**config.mk**
```make
export PLATFORM = sky130hd
export DESIGN_NAME = path_join_normalizer_top
export DESIGN_NICKNAME = d
export VERILOG_FILES = /design/src/design/pjn_pkg.sv /design/src/design/pjn_datapath.sv /design/src/design/pjn_ctrl.sv /design/src/design/path_join_normalizer_top.sv
export SDC_FILE = /design/constraint.sdc
export NUM_CORES = 1
export LEC_CHECK = 0
export ABC_AREA = 1
export BUFFER_PORTS_ARGS = -buffer_cell sky130_fd_sc_hd__buf_2
export CORE_MARGIN = 4
export CORE_UTILIZATION = 40
export CTS_BUF_LIST = sky130_fd_sc_hd__clkbuf_16
export DETAILED_ROUTE_END_ITERATION = 6
export GPL_TIMING_DRIVEN = 0
export SYNTH_ARGS = -nofsm -noshare
export SYNTH_HDL_FRONTEND = slang
export SYNTH_SLANG_ARGS = --single-unit
```
**constraint.sdc**
```tcl
create_clock -name clk -period 5.57 [get_ports clk]
set_input_delay 1.114 -clock clk [delete_from_list [all_inputs] [get_ports clk]]
set_output_delay 1.114 -clock clk [all_outputs]
set_load 0.05 [all_outputs]
```
**src/design/pjn_pkg.sv**
```systemverilog
// Shared constants, codes and controller/datapath interface types for the path join block.
package pjn_pkg;

	// Buffer capacity in characters; the path holds at most BUF_CAP-1 characters.
	localparam int BUF_CAP = 64;
	localparam int AW      = (BUF_CAP > 2) ? $clog2(BUF_CAP) : 1;

	typedef logic [AW-1:0] fill_t;

	localparam fill_t FILL_MAX = AW'(BUF_CAP - 1);
	localparam fill_t FILL_ONE = AW'(1);

	localparam logic [7:0] CHAR_SLASH = 8'h2F;
	localparam logic [7:0] CHAR_DOT   = 8'h2E;
	localparam logic [7:0] CHAR_NUL   = 8'h00;

	localparam logic [1:0] REQ_BASE = 2'd0;
	localparam logic [1:0] REQ_REL  = 2'd1;
	localparam logic [1:0] REQ_END  = 2'd2;

	// Source of a character appended to the buffer.
	localparam logic [1:0] SEL_SLASH = 2'd0;
	localparam logic [1:0] SEL_C0    = 2'd1;
	localparam logic [1:0] SEL_C1    = 2'd2;
	localparam logic [1:0] SEL_CIN   = 2'd3;

	typedef struct packed {
		logic       latch;
		logic       base_wr;
		logic       rel_start;
		logic       hold;
		logic       put;
		logic [1:0] put_sel;
		logic       comp_clr;
		logic       comp_set3;
		logic       pop_rd;
		logic       pop_chk;
		logic       emit_init;
		logic       emit_rd;
		logic       out_load;
		logic       out_sel_one;
		logic       end_clr;
	} pjn_cmd_t;

	typedef struct packed {
		logic [1:0] req;
		logic       cin_zero;
		logic       cin_slash;
		logic       phase;
		logic [1:0] comp_len;
		logic       c0_dot;
		logic       c1_dot;
		logic       ovf;
		logic       fill_zero;
		logic       pop_more;
		logic       emit_last;
		logic       out_free;
	} pjn_stat_t;

endpackage

```
**src/design/pjn_datapath.sv**
```systemverilog
// Datapath: path buffer memory, fill count, component holding registers and output register.
module pjn_datapath import pjn_pkg::*; (
	input  logic       clk,
	input  logic       arst_n,
	input  pjn_cmd_t   cmd,
	output pjn_stat_t  st,
	input  logic [1:0] req_type,
	input  logic [7:0] ch,
	output logic       out_valid,
	input  logic       out_stall,
	output logic [7:0] ch_out,
	output logic       status,
	output logic       last
);

	logic [7:0] mem [BUF_CAP];
	logic [7:0] rdata_q;

	logic [1:0] req_q;
	logic [7:0] cin_q;
	logic [7:0] c0_q;
	logic [7:0] c1_q;
	fill_t      fill_q;
	fill_t      k_q;
	logic       phase_q;
	logic [1:0] comp_q;
	logic       ovf_q;

	logic       out_valid_q;
	logic [7:0] ch_out_q;
	logic       status_q;
	logic       last_q;

	logic       fill_gt1;
	logic       fill_full;
	logic       put_go;
	logic       put_ok;
	logic       put_ovf;
	logic [7:0] put_data;
	logic       base_ok;
	logic       start_wr;
	logic       we;
	fill_t      waddr;
	logic [7:0] wdata;
	logic       re;
	fill_t      raddr;
	logic       out_free;

	assign fill_gt1  = fill_q > FILL_ONE;
	assign fill_full = fill_q == FILL_MAX;
	assign out_free  = !out_valid_q || !out_stall;

	always_comb begin
		case (cmd.put_sel)
			SEL_SLASH: put_data = CHAR_SLASH;
			SEL_C0:    put_data = c0_q;
			SEL_C1:    put_data = c1_q;
			default:   put_data = cin_q;
		endcase
	end

	// A separator goes in only when the buffer holds more than the root.
	assign put_go   = cmd.put && !ovf_q && (cmd.put_sel != SEL_SLASH || fill_gt1);
	assign put_ok   = put_go && !fill_full;
	assign put_ovf  = put_go && fill_full;
	assign base_ok  = cmd.base_wr && !phase_q && cin_q != CHAR_NUL && !fill_full;
	assign start_wr = cmd.rel_start && (cin_q == CHAR_SLASH || fill_q == '0);

	always_comb begin
		we    = 1'b0;
		waddr = fill_q;
		wdata = cin_q;
		if (base_ok) begin
			we = 1'b1;
		end else if (start_wr) begin
			we    = 1'b1;
			waddr = '0;
			wdata = CHAR_SLASH;
		end else if (put_ok) begin
			we    = 1'b1;
			wdata = put_data;
		end
	end

	assign re    = cmd.pop_rd || cmd.emit_rd;
	assign raddr = cmd.pop_rd ? (fill_q - FILL_ONE) : k_q;

	always_ff @(posedge clk) begin
		if (we) begin
			mem[waddr] <= wdata;
		end
		if (re) begin
			rdata_q <= mem[raddr];
		end
	end

	// Payload holding registers.
	always_ff @(posedge clk) begin
		if (cmd.latch) begin
			req_q <= req_type;
			cin_q <= ch;
		end
		if (cmd.hold) begin
			if (comp_q == 2'd0) begin
				c0_q <= cin_q;
			end else begin
				c1_q <= cin_q;
			end
		end
		if (cmd.out_load) begin
			if (cmd.out_sel_one) begin
				ch_out_q <= ovf_q ? CHAR_NUL : CHAR_SLASH;
				status_q <= ovf_q;
				last_q   <= 1'b1;
			end else begin
				ch_out_q <= rdata_q;
				status_q <= 1'b0;
				last_q   <= st.emit_last;
			end
		end
	end

	always_ff @(posedge clk or negedge arst_n) begin
		if (!arst_n) begin
			fill_q      <= '0;
			k_q         <= '0;
			phase_q     <= 1'b0;
			comp_q      <= 2'd0;
			ovf_q       <= 1'b0;
			out_valid_q <= 1'b0;
		end else begin
			if (cmd.end_clr) begin
				fill_q  <= '0;
				phase_q <= 1'b0;
				comp_q  <= 2'd0;
				ovf_q   <= 1'b0;
			end else begin
				if (base_ok || put_ok) begin
					fill_q <= fill_q + FILL_ONE;
				end else if (start_wr) begin
					fill_q <= FILL_ONE;
				end else if (cmd.pop_chk && fill_gt1) begin
					fill_q <= fill_q - FILL_ONE;
				end
				if (cmd.rel_start) begin
					phase_q <= 1'b1;
				end
				if (put_ovf) begin
					ovf_q <= 1'b1;
				end
				if (cmd.comp_clr) begin
					comp_q <= 2'd0;
				end else if (cmd.comp_set3) begin
					comp_q <= 2'd3;
				end else if (cmd.hold) begin
					comp_q <= comp_q + 2'd1;
				end
			end
			if (cmd.emit_init) begin
				k_q <= '0;
			end else if (cmd.out_load && !cmd.out_sel_one) begin
				k_q <= k_q + FILL_ONE;
			end
			if (cmd.out_load) begin
				out_valid_q <= 1'b1;
			end else if (!out_stall) begin
				out_valid_q <= 1'b0;
			end
		end
	end

	always_comb begin
		st.req       = req_q;
		st.cin_zero  = cin_q == CHAR_NUL;
		st.cin_slash = cin_q == CHAR_SLASH;
		st.phase     = phase_q;
		st.comp_len  = comp_q;
		st.c0_dot    = c0_q == CHAR_DOT;
		st.c1_dot    = c1_q == CHAR_DOT;
		st.ovf       = ovf_q;
		st.fill_zero = fill_q == '0;
		st.pop_more  = fill_gt1 && rdata_q != CHAR_SLASH;
		st.emit_last = k_q == (fill_q - FILL_ONE);
		st.out_free  = out_free;
	end

	assign out_valid = out_valid_q;
	assign ch_out    = ch_out_q;
	assign status    = status_q;
	assign last      = last_q;

	a_fill_bound: assert property (@(posedge clk) disable iff (!arst_n)
		fill_q <= FILL_MAX)
		else $error("fill count beyond capacity");

	a_comp_phase: assert property (@(posedge clk) disable iff (!arst_n)
		comp_q != 2'd0 |-> phase_q)
		else $error("component in progress outside relative phase");

	a_load_free: assert property (@(posedge clk) disable iff (!arst_n)
		cmd.out_load |-> out_free)
		else $error("output register overwritten while stalled");

	a_end_clear: assert property (@(posedge clk) disable iff (!arst_n)
		cmd.end_clr |=> (fill_q == '0 && !ovf_q && !phase_q))
		else $error("state not cleared after end of request");

endmodule

```
**src/design/pjn_ctrl.sv**
```systemverilog
// Controller: sequences buffer appends, component pops and result emission.
module pjn_ctrl import pjn_pkg::*; (
	input  logic      clk,
	input  logic      arst_n,
	input  logic      in_valid,
	output logic      in_stall,
	input  pjn_stat_t st,
	output pjn_cmd_t  cmd
);

	localparam logic [3:0] S_IDLE     = 4'd0;
	localparam logic [3:0] S_DECODE   = 4'd1;
	localparam logic [3:0] S_REL      = 4'd2;
	localparam logic [3:0] S_PSEP     = 4'd3;
	localparam logic [3:0] S_PC0      = 4'd4;
	localparam logic [3:0] S_PC1      = 4'd5;
	localparam logic [3:0] S_PCIN     = 4'd6;
	localparam logic [3:0] S_POP_RD   = 4'd7;
	localparam logic [3:0] S_POP_CHK  = 4'd8;
	localparam logic [3:0] S_EMIT_SEL = 4'd9;
	localparam logic [3:0] S_E_RD     = 4'd10;
	localparam logic [3:0] S_E_OUT    = 4'd11;
	localparam logic [3:0] S_E_ONE    = 4'd12;

	logic [3:0] state_q;
	logic [3:0] state_d;
	logic [3:0] done_next;
	logic [3:0] fin_next;
	logic       fin_done;
	logic       finishing;
	pjn_cmd_t   rel_cmd;
	logic [3:0] rel_next;

	assign finishing = st.cin_slash || st.req == REQ_END;
	assign done_next = (st.req == REQ_END) ? S_EMIT_SEL : S_IDLE;

	// Close the current component.
	always_comb begin
		fin_done = 1'b0;
		fin_next = done_next;
		if (st.comp_len == 2'd1 && !st.c0_dot) begin
			fin_next = S_PSEP;
		end else if (st.comp_len == 2'd2 && st.c0_dot && st.c1_dot) begin
			if (st.ovf) begin
				fin_done = 1'b1;
			end else begin
				fin_next = S_POP_RD;
			end
		end else if (st.comp_len == 2'd2) begin
			fin_next = S_PSEP;
		end else begin
			fin_done = 1'b1;
		end
	end

	// One relative character, once the relative phase is open.
	always_comb begin
		rel_cmd  = '0;
		rel_next = S_IDLE;
		if (st.cin_slash) begin
			rel_cmd.comp_clr = fin_done;
			rel_next         = fin_next;
		end else begin
			case (st.comp_len)
				2'd0, 2'd1: begin
					rel_cmd.hold = 1'b1;
				end
				2'd2: begin
					rel_next = S_PSEP;
				end
				default: begin
					rel_cmd.put     = 1'b1;
					rel_cmd.put_sel = SEL_CIN;
				end
			endcase
		end
	end

	always_comb begin
		cmd     = '0;
		state_d = state_q;
		case (state_q)
			S_IDLE: begin
				cmd.latch = in_valid;
				if (in_valid) begin
					state_d = S_DECODE;
				end
			end
			S_DECODE: begin
				case (st.req)
					REQ_BASE: begin
						cmd.base_wr = 1'b1;
						state_d     = S_IDLE;
					end
					REQ_REL: begin
						if (st.cin_zero) begin
							state_d = S_IDLE;
						end else if (!st.phase) begin
							cmd.rel_start = 1'b1;
							state_d       = S_REL;
						end else begin
							cmd     = rel_cmd;
							state_d = rel_next;
						end
					end
					REQ_END: begin
						cmd.comp_clr = fin_done;
						state_d      = fin_next;
					end
					default: begin
						state_d = S_IDLE;
					end
				endcase
			end
			S_REL: begin
				cmd     = rel_cmd;
				state_d = rel_next;
			end
			S_PSEP: begin
				cmd.put     = 1'b1;
				cmd.put_sel = SEL_SLASH;
				state_d     = S_PC0;
			end
			S_PC0: begin
				cmd.put     = 1'b1;
				cmd.put_sel = SEL_C0;
				if (st.comp_len == 2'd1) begin
					cmd.comp_clr = 1'b1;
					state_d      = done_next;
				end else begin
					state_d = S_PC1;
				end
			end
			S_PC1: begin
				cmd.put     = 1'b1;
				cmd.put_sel = SEL_C1;
				if (finishing) begin
					cmd.comp_clr = 1'b1;
					state_d      = done_next;
				end else begin
					state_d = S_PCIN;
				end
			end
			S_PCIN: begin
				cmd.put       = 1'b1;
				cmd.put_sel   = SEL_CIN;
				cmd.comp_set3 = 1'b1;
				state_d       = S_IDLE;
			end
			S_POP_RD: begin
				cmd.pop_rd = 1'b1;
				state_d    = S_POP_CHK;
			end
			S_POP_CHK: begin
				cmd.pop_chk = 1'b1;
				if (st.pop_more) begin
					state_d = S_POP_RD;
				end else begin
					cmd.comp_clr = 1'b1;
					state_d      = done_next;
				end
			end
			S_EMIT_SEL: begin
				if (st.ovf || st.fill_zero) begin
					state_d = S_E_ONE;
				end else begin
					cmd.emit_init = 1'b1;
					state_d       = S_E_RD;
				end
			end
			S_E_RD: begin
				cmd.emit_rd = 1'b1;
				state_d     = S_E_OUT;
			end
			S_E_OUT: begin
				if (st.out_free) begin
					cmd.out_load = 1'b1;
					if (st.emit_last) begin
						cmd.end_clr = 1'b1;
						state_d     = S_IDLE;
					end else begin
						state_d = S_E_RD;
					end
				end
			end
			S_E_ONE: begin
				if (st.out_free) begin
					cmd.out_load    = 1'b1;
					cmd.out_sel_one = 1'b1;
					cmd.end_clr     = 1'b1;
					state_d         = S_IDLE;
				end
			end
			default: begin
				state_d = S_IDLE;
			end
		endcase
	end

	always_ff @(posedge clk or negedge arst_n) begin
		if (!arst_n) begin
			state_q <= S_IDLE;
		end else begin
			state_q <= state_d;
		end
	end

	assign in_stall = state_q != S_IDLE;

endmodule

```
**src/design/path_join_normalizer_top.sv**
```systemverilog
// Top level of the path join and normalize block: controller plus datapath.
//
// Input channel (in_valid / in_stall, req_type, ch): one character per beat.
// req_type selects a base directory character, a relative path character or
// the end of the request; ch is ignored on the end beat.
// Output channel (out_valid / out_stall, ch_out, status, last): after the end
// beat the block sends the joined, normalized path one character per beat,
// with last on the final one, or a single beat with status set and ch_out
// zero when the path outgrew the buffer. An empty path comes out as "/".
// Sequence: each character is accepted, then decoded; the first relative
// one also opens the relative phase. Closing a short component or flushing
// one at its third character appends separator and held characters in turn.
// A ".." walks the buffer back through the single read port, a read then a
// check per character looked at. The end beat closes the last component,
// then sends each character by a registered memory read and an output load.
// in_stall is low only while the block waits for a new beat; a result still
// waiting in the output register does not block the next input beat.
// If out_stall is high, emission holds with the pending beat unchanged.
// Reset (arst_n low) empties the path, clears the error flag and drops any
// pending output beat; the buffer contents need no clearing.
module path_join_normalizer_top import pjn_pkg::*; (
	input  logic       clk,
	input  logic       arst_n,
	input  logic       in_valid,
	output logic       in_stall,
	input  logic [1:0] req_type,
	input  logic [7:0] ch,
	output logic       out_valid,
	input  logic       out_stall,
	output logic [7:0] ch_out,
	output logic       status,
	output logic       last
);

	pjn_cmd_t  cmd;
	pjn_stat_t st;

	// Sequence each beat's work.
	pjn_ctrl u_ctrl (
		.clk      (clk),
		.arst_n   (arst_n),
		.in_valid (in_valid),
		.in_stall (in_stall),
		.st       (st),
		.cmd      (cmd)
	);

	// Hold the path and drive the result beats.
	pjn_datapath u_dp (
		.clk       (clk),
		.arst_n    (arst_n),
		.cmd       (cmd),
		.st        (st),
		.req_type  (req_type),
		.ch        (ch),
		.out_valid (out_valid),
		.out_stall (out_stall),
		.ch_out    (ch_out),
		.status    (status),
		.last      (last)
	);

endmodule
```
# After elaboration in Yosys (flattened, before gate mapping)
# Memories as Yosys holds them, arrays and structs flattened. A register that Yosys moved wholly into a read port is not among the register bits.
# Index checks and enable logic that the tools add are counted.
[classes]
n_addsub = 4
n_mul = 0
div = 0
n_lt_le_gt_ge = 1
n_eq_ne = 28
shifts = 0
n_mux = 85
bitwise = 1
reduce_logical = 47
[ops]
columns = ["operator", "n"]
rows = [
  ["$mux W4", 16],
  ["$mux W6", 10],
  ["$pmux W4 S12", 1],
  ["$mux W8", 5],
  ["$mux W1", 26],
  ["$eq A8 B6 Y1 const B", 3],
  ["$pmux W8 S3", 1],
  ["$eq A4 B4 Y1 const B", 5],
  ["$pmux W1 S2", 9],
  ["$pmux W3 S6", 1],
  ["$eq A4 B3 Y1 const B", 4],
  ["$logic_and A1 B1 Y1", 14],
  ["$mux W14", 1],
  ["$mux W13", 1],
  ["$add A6 B1 Y6 const B", 2],
  ["$reduce_bool A4 Y1", 3],
  ["$mux W2", 5],
  ["$mux W3", 3],
  ["$eq A4 B2 Y1 const B", 2],
  ["$logic_not A8 Y1", 1],
  ["$ne A8 B6 Y1 const B", 1],
  ["$pmux W4 S2", 1],
  ["$reduce_bool A2 Y1", 4],
  ["$reduce_bool A8 Y1", 1],
  ["other kinds (24)", 46],
]
[word_totals]
regBits = 57
latch_bits = 0
ramBits = 512
rom_bits = 0
input_bits = 14
output_inout_bits = 12
wordCells = 181
n_memories = 1
[mem_list]
columns = ["name", "depth", "width", "read_ports", "rd_clocked_by_memory_dff", "wr", "line", "text"]
rows = [
  ["u_dp.mem", 64, 8, 1, 1, 1, "pjn_datapath.sv:16", "logic [7:0] mem [BUF_CAP];"],
]

# Longest topological paths before layout
[logic_depth]
depth_word = 19
ltp_mapped = 17

# Modules after synthesis
# A second synthesis with hierarchy kept.
[hier_totals]
hier_cells = 2717
area_unflattened_um2 = 26703.1
[by_module_without_submodules]
columns = ["mod", "n_inst", "cells_each", "area_per_inst_um2"]
rows = [
  ["pjn_datapath", 1, 2564, 25922.4],
  ["pjn_ctrl", 1, 153, 780.7],
]

# Least setup slack after synthesis
# No wires, ideal clock.
[synth_path]
path_type = "flip-flop to flip-flop"
startpoint = "reg u_dp.fill_q[1]"
endpoint = "mem u_dp.mem[0][5] (data pin)"
setup_ps = 702
arrival_ps = 4211
setup_slack_ps = 657
stages_incl_launch_ff = 10
n_path_buf = 1
cell_sequence = "dfrtp_1 > inv_1 > ha_1 > o21ai_0 > inv_1 > nand4_1 > nand3_2 > buf_2 > nor2_1 > o21ai_0"
[synth_between]
elab_chain_len = 7
word_cells_on_any_way = 13
cone_classes = "order compare: 1; eq/ne: 1; mux: 3; reduce/logical: 8"
[synth_lines]
columns = ["element", "line", "text"]
rows = [
  ["from (decl)", "pjn_datapath.sv:23", "fill_t fill_q;"],
  ["from (signal assigned)", "pjn_datapath.sv:139", "fill_q <= fill_q + FILL_ONE;"],
  ["from (signal assigned)", "pjn_datapath.sv:143", "fill_q <= fill_q - FILL_ONE;"],
  ["$gt A6 B1 Y1", "pjn_datapath.sv:49", "assign fill_gt1 = fill_q > FILL_ONE;"],
  ["$logic_or A1 B1 Y1", "pjn_datapath.sv:63", "assign put_go = cmd.put && !ovf_q && (cmd.put_sel != SEL_SLASH || fill_gt1);"],
  ["$logic_and A1 B1 Y1", "pjn_datapath.sv:63", ""],
  ["$logic_and A1 B1 Y1", "pjn_datapath.sv:64", "assign put_ok = put_go && !fill_full;"],
  ["$mux W8", "pjn_datapath.sv:79", "end else if (put_ok) begin"],
  ["$mux W8", "pjn_datapath.sv:75", "end else if (start_wr) begin"],
  ["$mux W8 *", "pjn_datapath.sv:73", "if (base_ok) begin"],
  ["via u_dp.wdata[5]", "pjn_datapath.sv:44", "logic [7:0] wdata;"],
  ["to (decl)", "pjn_datapath.sv:16", ""],
]
# The timed path passes the listed nets; every way through them passes the cells marked *.

# Worst setup path in the final report
[layout_path]
startpoint = "reg u_dp.fill_q[1]"
endpoint = "reg u_dp.rdata_q[2], read port of u_dp.mem (data pin)"
[layout_between]
elab_chain_len = 2
[layout_lines]
columns = ["element", "line", "text"]
rows = [
  ["$sub A6 B1 Y6", "pjn_datapath.sv:86", "assign raddr = cmd.pop_rd ? (fill_q - FILL_ONE) : k_q;"],
  ["$mux W6", "pjn_datapath.sv:86", ""],
  ["to (decl)", "pjn_datapath.sv:17", "logic [7:0] rdata_q;"],
]
# No other way between the ends.
# A chain may end at the register's enable or synchronous reset.

==> impl_metrics.tcl <==
set metrics [dict create \
    status "finished, final reports clean" \
    clk_path_buf_depth 3 \
    min_path_type "in -> async" \
    antenna_left 0 \
    via_per_inst 5.60 \
    cts_root_buf "clkbuf_16" \
    grt_max_degree 65 \
    die_x_um 259 \
    ys_ff_latch 577 \
    r2r_cells 14 \
    power.density_nw_per_um2 444 \
    dieArea_um2 66900 \
    rsz0062_at_grt "false" \
    power.internal_uw 8480 \
    clock_latency_ns 0.63 \
    finalHoldViolations 0 \
    synth_top_family_by_area "simple AND/OR/NAND/NOR gates" \
    synth_mux_area_share_pct 0 \
    cp-endpoint "u_dp.rdata_q[2]" \
    dr.pass1.iters 5 \
    rows 91 \
    power_frac_comb_pct 25.5 \
    synthTopCellsByArea "edfxtp_1 66%, o211ai_1 7.2%, nand2_1 5.4%" \
    synth_edf_count 556 \
    synth_top_area_share_pct 66.4 \
    cp-startpoint "u_dp.fill_q[1]" \
    grt_pass1_wl_mm 112 \
    synth_fa_ha_area_share_pct 0.598 \
    regToRegSetupSlack_ns 1.48 \
    report.final.slew_viol_count 0 \
    p_sw_share_pct 32.8 \
    avgRoutedWirePerCell_um 24.3 \
    numPortBuffers 25 \
    post-route-cell-area_um2 28400 \
    grt_pass1_vias 17061 \
    cts_sinks 577 \
    cts_resized 0 \
    skew_ns 0.0276 \
    syn_area_um2 25100 \
    core-area_um2 61900 \
    cts_max_level 2 \
    yosys.area_share.simple_pct 14.2 \
    drt_wl_total_mm 76.2 \
    async_flop_share_pct 3.64 \
    synth_most_common_cell "edfxtp_1" \
    area_growth_pct 13.1 \
    gr-total-overflow 0 \
    synthXorXnorAreaFrac_pct 0.174 \
    cp-start-kind "flip-flop" \
    numCtsBuffers 59 \
    drv_cap 0 \
    max-vdd-ir-drop_v 0.000241 \
    power_frac_clock_pct 29.5 \
    track_usage_pct 22.6 \
    worst_pin_slew_ns 1.29 \
    drt_first_iter_violations 2117 \
    min_period_ns 4.09 \
    power_leakage_uw 0.0104 \
    cts_tree "done" \
    seq_area_frac_synth_pct 68.5 \
    synth_flop_cell "edfxtp_1" \
    timing.rr.start "u_dp.fill_q[1]" \
    routabilityCongestion 0.939 \
    drive_gt1_share_pct 12.0 \
    fmax_ghz 0.244 \
    nets 2279 \
    r2r-end "u_dp.rdata_q[2]" \
    synth_largest_area_cell "edfxtp_1" \
    antenna_found_initial 0 \
    antennaDiodeCount 0 \
    switchingPower_uw 4140 \
    fin_crit_sh_pct 73.5 \
    synthDistinctLibCells 43 \
    crit_required_ns 5.89 \
    p_seq_share_pct 45.0 \
    cts_setup_buffers 0 \
    synth.top_cells.by_count "556 x edfxtp_1, 362 x nand2_1, 240 x o211ai_1, 217 x inv_1, 215 x nor2_1" \
    drc 0 \
    clk_pin_slew_ns 0.06 \
    worst-path-max-fanout 10 \
    setup_viol 0 \
    via_count 17571 \
    syn_nets 2181 \
    dpl.hpwl_mm 52.4 \
    relSlewSlack_pct 13.9 \
    dieHeight_um 259 \
    synth_cells 2155 \
    postCtsHoldBufs 0 \
    path_class "reg -> reg" \
    io_pins 26 \
    placed_cell_area_um2 26600 \
    synth_compound_area_share_pct 10.7 \
    start_util_pct 40.6 \
    syn_area_per_cell_um2 11.7 \
    cp-end-kind "flip-flop" \
    yosys_warnings 0 \
    worst_ep_arrival_time_ns 4.41 \
    fin_tns_setup_ns 0 \
]
stage by stage:
step           power (uW)  utilization, %  setup WS, ns  cells  hold WS, ns
2_1_floorplan        7590               -         0.657   2155        0.468
3_3_place_gp         8850            42.5         -4.40   3017        0.502
3_5_place_dp         8950            43.0          1.58   3029        0.511
4_1_cts             12600            45.9          1.57   3137        0.476
5_1_grt             13100            45.9          1.30   3137        0.495
6_report            12600            45.9          1.48   3137        0.481
logic make-up after synthesis:
kind of cell    after synthesis
fa+ha+maj                    12
xor+xnor                      5
simple gates                812
compound gates              407
flops                       577
buf+inv                     342
how the worst min path moves through the flow:
stage          slack [ns]  cells after the start   startpoint              to
2_1_floorplan        0.47                      1  u_dp.k_q[3]     u_dp.k_q[4]
3_3_place_gp         0.50                      1  u_dp.k_q[3]     u_dp.k_q[4]
3_5_place_dp         0.51                      1  u_dp.k_q[3]     u_dp.k_q[4]
4_1_cts              0.48                      1       arst_n  u_dp.out_valid
5_1_grt              0.50                      1       arst_n     u_dp.k_q[3]
6_report             0.48                      1       arst_n     u_dp.k_q[3]
area by class of cell:
| class | instances | area [um2] |
|---|---|---|
| Clock buffer | 60 | 1500 |
| Timing Repair Buffer | 37 | 372 |
| Fill cell | 5636 | 33500 |
| Tap cell | 837 | 1050 |
| Inverter | 231 | 870 |
| Clock inverter | 48 | 294 |
| Sequential cell | 577 | 17200 |
| Multi-Input combinational cell | 1236 | 6530 |
| Buffer | 111 | 594 |
per-layer routing:
metal	GRT usage, %	wire (um)	vias to the layer above	share of wire (%)
met4	8.73	2860	0	3.8
met5	0	0	-	0
li1	-	-	7892	-
met1	31.6	31500	8630	41
met2	34.9	34500	869	45
met3	4.60	7330	180	9.6
power by group through the flow:
stage / registers, uW / logic [uW] / clock network [uW]
after detailed placement: 5770 / 3170 / 0
final: 5680 / 3210 / 3730
after floorplan: 5850 / 1740 / 0
after CTS: 5680 / 3180 / 3770
after global placement: 6030 / 2830 / 0
after global routing: 5700 / 3450 / 3960
layout by cell type, fill, tap and decap left out, types with 4 or more instances in the layout:
cell       instances
edfxtp_1         556
nand2_1          359
o211ai_1         240
inv_1            231
nor2_1           215
nand3_1          168
o21ai_0          119
buf_2            107
clkbuf_16         60
dfrtp_1           21
clkinv_1          19
clkbuf_1          16
nand2_2           15
a21oi_1           15
nand4_1           14
o21ai_1           13
inv_2             12
ha_1              12
clkinv_2          10
buf_12             9
nor3_2             8
nor3_1             8
buf_4              7
buf_6              6
o21ai_4            5
xor2_1             5
nor2_2             4
nor2_4             4
o21ai_2            4
registers in the layout, indices dropped and copies added, names as in the netlist:
name,cells
u_dp.c1_q,8
u_dp.c0_q,8
u_dp.ch_out,8
u_dp.ovf_q,1
u_dp.out_valid,1
u_dp.req_q,2
u_dp.phase_q,1
u_dp.comp_q,2
u_dp.k_q,6
u_ctrl.state_q,4
u_dp.fill_q,6
u_dp.status,1
u_dp.rdata_q,8
u_dp.cin_q,8
u_dp.mem,512
u_dp.last,1
critical path, stage by stage (launching register included):
cell and delay (ns):
dfrtp_1 0.51, inv_1 0.35, ha_1 0.31, inv_1 0.06, nand2_1 0.07, nand2_1 0.09
nand2_1 0.07, o21ai_0 0.25, inv_2 0.33, clkbuf_1 0.73, o211ai_1 0.35, nand3_1 0.15
nand3_1 0.11, nand3_1 0.24, nand2_1 0.19
No activity file was read; power rests on OpenSTA's default activity.
